**src/design/pnhb_pkg.sv**
```systemverilog
package pnhb_pkg;

    localparam int unsigned HASH_W = 32;
    localparam int unsigned CHAR_W = 16;
    localparam int unsigned CNT_W  = 5;

    localparam logic [HASH_W-1:0] HASH_SEED_XOR  = 32'd123456789;
    localparam logic [HASH_W-1:0] BUCKET_RESET   = 32'd3;
    localparam logic [CNT_W-1:0]  DIV_LAST_STEP  = CNT_W'(HASH_W - 1);

    typedef struct packed {
        logic              first;
        logic [HASH_W-1:0] parent_offset;
        logic              char_valid;
        logic [CHAR_W-1:0] character;
        logic              last;
    } t_in_word;

    typedef struct packed {
        logic [HASH_W-1:0] full_hash;
        logic [HASH_W-1:0] bucket_index;
    } t_out_word;

    typedef enum logic [1:0] {
        ST_IDLE,
        ST_DIV,
        ST_LOAD
    } t_state;

    // rotate right by 5, xor character into low bits
    function automatic logic [HASH_W-1:0] hash_mix(
        input logic [HASH_W-1:0] acc,
        input logic [CHAR_W-1:0] ch
    );
        logic [HASH_W-1:0] rot;
        rot = {acc[4:0], acc[HASH_W-1:5]};
        return rot ^ {{(HASH_W-CHAR_W){1'b0}}, ch};
    endfunction

endpackage

```
**src/design/path_name_hash_bucket.sv**
```systemverilog
// Channel   Signals                        Direction  Moves
// in        i_valid / o_ready / i_data     in         one character word of a name
// out       o_valid / i_ready / o_data     out        hash and bucket of a finished name
// cfg       i_cfg_we / i_cfg_data          in         bucket count, no wait, no read-back
//
// A word without last is folded into the accumulator (one rotate-xor when it carries a character).
// A word with last is hashed, then goes through 32 restoring-division steps
// through one shared 33-bit subtractor, then loads the output register.
// The output register holds a result while the next words are taken; a last
// word waits in the load step only if the previous result is still not taken.
// Synchronous active-low reset: accumulator 0, bucket count 3, no word held.
module path_name_hash_bucket (
    input  logic                          i_clk,
    input  logic                          i_rst_n,
    input  logic                          i_valid,
    output logic                          o_ready,
    input  pnhb_pkg::t_in_word            i_data,
    output logic                          o_valid,
    input  logic                          i_ready,
    output pnhb_pkg::t_out_word           o_data,
    input  logic                          i_cfg_we,
    input  logic [pnhb_pkg::HASH_W-1:0]   i_cfg_data
);

    pnhb_pkg::t_state               r_state, n_state;
    logic [pnhb_pkg::HASH_W-1:0]    r_acc, n_acc;
    logic [pnhb_pkg::HASH_W-1:0]    r_bucket, n_bucket;
    logic [pnhb_pkg::HASH_W-1:0]    r_dvd, n_dvd;
    logic [pnhb_pkg::HASH_W-1:0]    r_rem, n_rem;
    logic [pnhb_pkg::CNT_W-1:0]     r_cnt, n_cnt;
    logic                           r_out_valid, n_out_valid;
    pnhb_pkg::t_out_word            r_out_data, n_out_data;

    logic                           take_in;
    logic                           div_step;
    logic                           load_out;
    logic                           out_free;
    logic [pnhb_pkg::HASH_W-1:0]    seed_acc;
    logic [pnhb_pkg::HASH_W-1:0]    mix_acc;
    logic [pnhb_pkg::HASH_W:0]      rem_sh;
    logic [pnhb_pkg::HASH_W:0]      rem_diff;

    assign out_free = !r_out_valid || i_ready;

    // control outputs
    always_comb begin
        o_ready  = 1'b0;
        div_step = 1'b0;
        load_out = 1'b0;
        unique case (r_state)
            pnhb_pkg::ST_IDLE: begin
                o_ready = 1'b1;
            end
            pnhb_pkg::ST_DIV: begin
                div_step = 1'b1;
            end
            pnhb_pkg::ST_LOAD: begin
                load_out = out_free;
            end
            default: begin
                o_ready = 1'b0;
            end
        endcase
        take_in = o_ready && i_valid;
    end

    // next state
    always_comb begin
        n_state = r_state;
        unique case (r_state)
            pnhb_pkg::ST_IDLE: begin
                if (take_in && i_data.last) begin
                    n_state = pnhb_pkg::ST_DIV;
                end
            end
            pnhb_pkg::ST_DIV: begin
                if (r_cnt == pnhb_pkg::DIV_LAST_STEP) begin
                    n_state = pnhb_pkg::ST_LOAD;
                end
            end
            pnhb_pkg::ST_LOAD: begin
                if (out_free) begin
                    n_state = pnhb_pkg::ST_IDLE;
                end
            end
            default: begin
                n_state = pnhb_pkg::ST_IDLE;
            end
        endcase
    end

    // datapath
    always_comb begin
        seed_acc = i_data.first ? (i_data.parent_offset ^ pnhb_pkg::HASH_SEED_XOR) : r_acc;
        mix_acc  = i_data.char_valid ? pnhb_pkg::hash_mix(seed_acc, i_data.character)
                                     : seed_acc;
        rem_sh   = {r_rem, r_dvd[pnhb_pkg::HASH_W-1]};
        rem_diff = rem_sh - {1'b0, r_bucket};

        n_acc       = r_acc;
        n_bucket    = i_cfg_we ? i_cfg_data : r_bucket;
        n_dvd       = r_dvd;
        n_rem       = r_rem;
        n_cnt       = r_cnt;
        n_out_valid = r_out_valid && !i_ready;
        n_out_data  = r_out_data;

        if (take_in) begin
            n_acc = mix_acc;
            n_dvd = mix_acc;
            n_rem = '0;
            n_cnt = '0;
        end
        if (div_step) begin
            n_dvd = {r_dvd[pnhb_pkg::HASH_W-2:0], 1'b0};
            n_rem = rem_diff[pnhb_pkg::HASH_W] ? rem_sh[pnhb_pkg::HASH_W-1:0]
                                               : rem_diff[pnhb_pkg::HASH_W-1:0];
            n_cnt = r_cnt + 1'b1;
        end
        if (load_out) begin
            n_out_valid             = 1'b1;
            n_out_data.full_hash    = r_acc;
            n_out_data.bucket_index = (r_bucket == '0) ? '0 : r_rem;
        end
    end

    always_ff @(posedge i_clk) begin
        if (!i_rst_n) begin
            r_state     <= pnhb_pkg::ST_IDLE;
            r_acc       <= '0;
            r_bucket    <= pnhb_pkg::BUCKET_RESET;
            r_cnt       <= '0;
            r_out_valid <= 1'b0;
        end else begin
            r_state     <= n_state;
            r_acc       <= n_acc;
            r_bucket    <= n_bucket;
            r_cnt       <= n_cnt;
            r_out_valid <= n_out_valid;
        end
    end

    always_ff @(posedge i_clk) begin
        r_dvd      <= n_dvd;
        r_rem      <= n_rem;
        r_out_data <= n_out_data;
    end

    assign o_valid = r_out_valid;
    assign o_data  = r_out_data;

endmodule

```
**config.mk**
```make
export PLATFORM = sky130hd
export DESIGN_NAME = path_name_hash_bucket
export DESIGN_NICKNAME = d
export VERILOG_FILES = /design/src/design/pnhb_pkg.sv /design/src/design/path_name_hash_bucket.sv
export SDC_FILE = /design/constraint.sdc
export NUM_CORES = 1
export LEC_CHECK = 0
export BUFFER_PORTS_ARGS = -buffer_cell sky130_fd_sc_hd__buf_2
export CAP_MARGIN = 20
export CORE_MARGIN = 10
export CORE_UTILIZATION = 45
export CTS_CLUSTER_DIAMETER = 80
export DETAILED_ROUTE_END_ITERATION = 10
export GPL_TIMING_DRIVEN = 0
export PLACE_DENSITY_LB_ADDON = 0.12
export RECOVER_POWER = 25
export SLEW_MARGIN = 30
export SYNTH_ARGS = -nofsm -noshare
export SYNTH_HDL_FRONTEND = slang
export SYNTH_SLANG_ARGS = --single-unit
```
**constraint.sdc**
```tcl
create_clock -name i_clk -period 7 [get_ports i_clk]
set_input_delay 1.4 -clock i_clk [delete_from_list [all_inputs] [get_ports i_clk]]
set_output_delay 1.4 -clock i_clk [all_outputs]
set_load 0.02 [all_outputs]
```
# Word level (Yosys, flattened, before mapping)
# Index checks and enable logic that the tools add are counted.
# word_totals
register_bits,200
latch_bits,0
ram_bits,0
romBits,0
in_bits,88
output_inout_bits,66
elab_cells,47
mem_count,0
# classes
add_sub_neg,2
mul,0
div,0
magnitude_cmp,0
n_eq_ne,6
shift,0
muxes,17
bitwise_logic,2
reduce_logical,10
# op_table
operator,n
32-bit 2-to-1 mux,7
33-bit by 32-bit subtractor with 33-bit output,1
32-bit zero test,1
32-bit by 16-bit bitwise XOR with 32-bit output,1
16-bit inverter,1
5-bit 2-to-1 mux,2
2-bit 2-to-1 mux,3
2-bit inequality test (second input constant),3
2-bit case mux with 3 select lines,1
5-bit by 1-bit adder with 5-bit output (second input constant),1
5-bit == test (second input constant),1
1-bit 2-to-1 mux,4
1-bit logical AND,3
3-bit AND reduction,1
2-bit by 1-bit == test with 1-bit output (second input constant),1
2-bit == test (second input constant),1
1-bit zero test,2
2-bit zero test,1
2-bit nonzero test,1
1-bit logical OR,1

# Longest topological paths before layout
# depth
depth_word,6
ltp_mapped,13
mapped_depth_nobuf,12

# Worst setup path after synthesis
# Ideal clock, no wire load.
# synth_path
path_type,input port to flip-flop
start,in i_ready
end,reg r_out_data (netlist bit o_data[0]) (enable)
arrival_time_ns,4.376
slack_ns,2.130
stages,2
cell_sequence,nand2b_1 nor2b_1
# synth_via
elab_chain_len,2
# synth_rtl
item,line,text
from (decl),path_name_hash_bucket.sv:19,"input logic i_ready,"
1-bit logical OR,path_name_hash_bucket.sv:43,assign out_free = !r_out_valid || i_ready;
1-bit 2-to-1 mux,path_name_hash_bucket.sv:50,unique case (r_state)
named net load_out,path_name_hash_bucket.sv:36,logic load_out;
to (signal assigned),path_name_hash_bucket.sv:146,r_out_data <= n_out_data;
to (decl),path_name_hash_bucket.sv:32,"pnhb_pkg::t_out_word r_out_data, n_out_data;"
# The timed path passes the listed nets, and every way through them passes these cells.
# A chain may end at the register's enable or synchronous reset.

# Worst setup path after layout
# layout_path
start,in i_ready
end,reg r_out_data (netlist bit o_data[11]) (enable)
# The elaborated chain is that of the path after synthesis.

==> impl_metrics.toml <==
[cells_and_area]
area_delta_synth_final_pct = 16.56
n_antenna_cell = 0
layout.nets = 1285
multiInputGateArea_um2 = 4736
register_area_um2 = 5275
nFillCells = 2072
drive_gt1_frac = 0.1864

[clock_tree]
clk_pin_slew_ns = 0.08
cts_resized = 0
cts_root_buffer = "clkbuf_16"
cts_max_level = 4
numClockSinks = 200
clk-insertion-delay-late_ns = 0.44
post-cts-setup-buffers = 0
cts_hold_buf = 0
cts_tree = "yes"
cts.path.max_buffers = 2
numCtsBuffers = 17

[pwr]
leakage_nw = 4.955
peakVddDrop_uv = 170.6
p_per_area_nw_per_um2 = 261.5
power_mw = 3.181

[synthesis]
ys_top_cells_by_count = "127 x edfxtp_1, 89 x nor2b_1, 87 x nand2_1"
yosysMostFrequentCell = "edfxtp_1"
yosysTopAreaCell = "edfxtp_1"
syn_area_per_cell_um2 = 10.54
synth_area_leaders = "edfxtp_1 37%, dfxtp_1 14%, nor2b_1 5.3%"
synth_top_flop_cell = "edfxtp_1"
synth_seq_cells = 200
ys_seq_area_frac = 0.5055
async_flop_share = 0
synth_area_um2 = 10440
syn-num-nets = 1113
syn_inst = 990
ys_warn_count = 0
synth_cell_types = 56
synth_edf_count = 127
synth_top_area_frac = 0.3654

[worst_setup_path]
critPathTopFamily = "buffers and inverters"
crit_chain = "buf_2 -> nand2b_1 -> nor2b_1 -> clkbuf_1 -> clkbuf_1"
start_kind = "primary input"
crit_slowest_cell = "clkbuf_1"
cp_common_cell = "clkbuf_1"
critPathMaxFanout = 24
path_buf_inv = 3
cp.arrival_ns = 3.76
crit_path_max_incr_delay_ns = 1.02
worst-setup-path-type = "primary input to flop"
worstSetupEndpointType = "flop"
cp_data_required_time_ns = 7.05

[route]
vias_per_cell = 5.439
wl_mm = 28.18
drt-wirelength-per-cell_um = 19.30
drtIter0Drc = 580
ant_nets = 0
num_vias = 7941
drt-pass1-iter-count = 5
drc_errors = 0

[sta]
finalSetupTns_ns = 0
worst_slew_pin_slew_ns = 1.296
setup_slack_ns = 3.292
maxSlewViolCount = 0
post-route-period-util = 0.5297
max_freq_mhz = 269.7
setup_viol = 0
skew_ns = 0.01023
finalCriticalPeriod_ns = 3.708
relSlewSlack = 0.1363
rsz0062_at_grt = "false"
hold_violations = 0

[die]
dieArea_um2 = 29680
ios = 154
fp.coreArea_um2 = 22710
fp.dieW_um = 172.3
placementRows = 55
start_util = 0.4596
die_h_um = 172.3

[place]
pre_cts_slack_ns = 3.165
dpl.hpwl_mm = 21.56
gp_congestion = 0.9014
io_buffers = 149

[grt]
first_global_vias = 7976
grt.overflow.total = 0
grt_antenna_before_repair = 0
grt_first_pass_wirelength_mm = 44.86
grtUsageTotal = 0.1941
grt_start_max_net_pins = 34

[worst_hold_path]
hp-class = "flop to flop"

[job]
cap_violations = 0

[status]
status = "finished clean"
layout make-up:
type / instances / area share
plain buffers: 58 / 0.02170
clock buffers: 18 / 0.03610
clock inverters: 14 / 0.01214
inverters: 45 / 0.01389
multi-input cells: 687 / 0.3893
flip-flops and latches: 200 / 0.4337
well taps: 285 / 0.02931
repair buffers: 153 / 0.06388
flip-flops by register name (all words and copies together) (netlist names):
name,flops
o_data,64
o_valid,1
r_acc,32
r_bucket,32
r_cnt,5
r_dvd,32
r_rem,32
r_state,2
worst reg2reg max path: cells and delay by family (launching register included):
kind | cells | cell delay, ns
buf+inv | 1 | 0.07
compound gates | 6 | 1.90
fa+ha+maj | 2 | 0.61
xor+xnor | 1 | 0.18
flops | 1 | 0.40
simple gates | 1 | 0.20
power by group:
part           switching (mW)  internal (mW)  leakage (nW)
registers              0.0595           1.35          1.82
clock network           0.495          0.488         0.288
logic                   0.465          0.322          2.84
final timing paths:
check                               start         end  slack (ns)  cells after the start
worst max register to register  r_dvd[31]   r_rem[26]        3.45                     11
worst max-delay path              i_ready  o_data[11]        3.29                      5
worst min-delay path             r_acc[6]  o_data[38]        0.47                      0
worst min register to register   r_acc[6]  o_data[38]        0.47                      0
cells by family (layout without fill, tap and decap cells):
logic type	count (synthesis)	in the layout	synth area share
AO/OA/AOI/OAI	223	223	0.1416
XOR/XNOR	43	43	0.03789
adder cells (fa/ha/maj)	35	35	0.04268
buffers and inverters	103	288	0.04148
flip-flops	200	200	0.5055
multiplexers	65	65	0.07793
AND/OR/NAND/NOR	321	321	0.1530
through the flow:
stage,std cells,area [um^2],utilization,hold WS [ns]
global placement,1424,11540,0.5081,0.4451
CTS,1460,12240,0.5391,0.4643
finish,1460,12160,0.5356,0.4697
detailed placement,1428,11660,0.5133,0.4486
global route,1460,12160,0.5356,0.4883
floorplan,990,10440,-,0.4236
cells in the final DEF, fill, tap and decap left out, drive strengths merged, types with 27 or more instances in the layout:
cell type    n
inv         55
dfxtp       73
nor2        59
ha          34
nand2       88
a21o        33
mux2i       52
buf        165
nand3       39
edfxtp     127
nor2b       89
clkbuf      64
o31ai       27
a21oi       75
routing by layer:
metal  GRT usage  wire length [um]  up-vias
li1            -                 -     3913
met1      0.2863             13890     3736
met2      0.2869             12140      270
met3     0.03922              1855       22
met4     0.04048               296        0
met5           0                 0        -
Power figures use the tool's default switching activity.
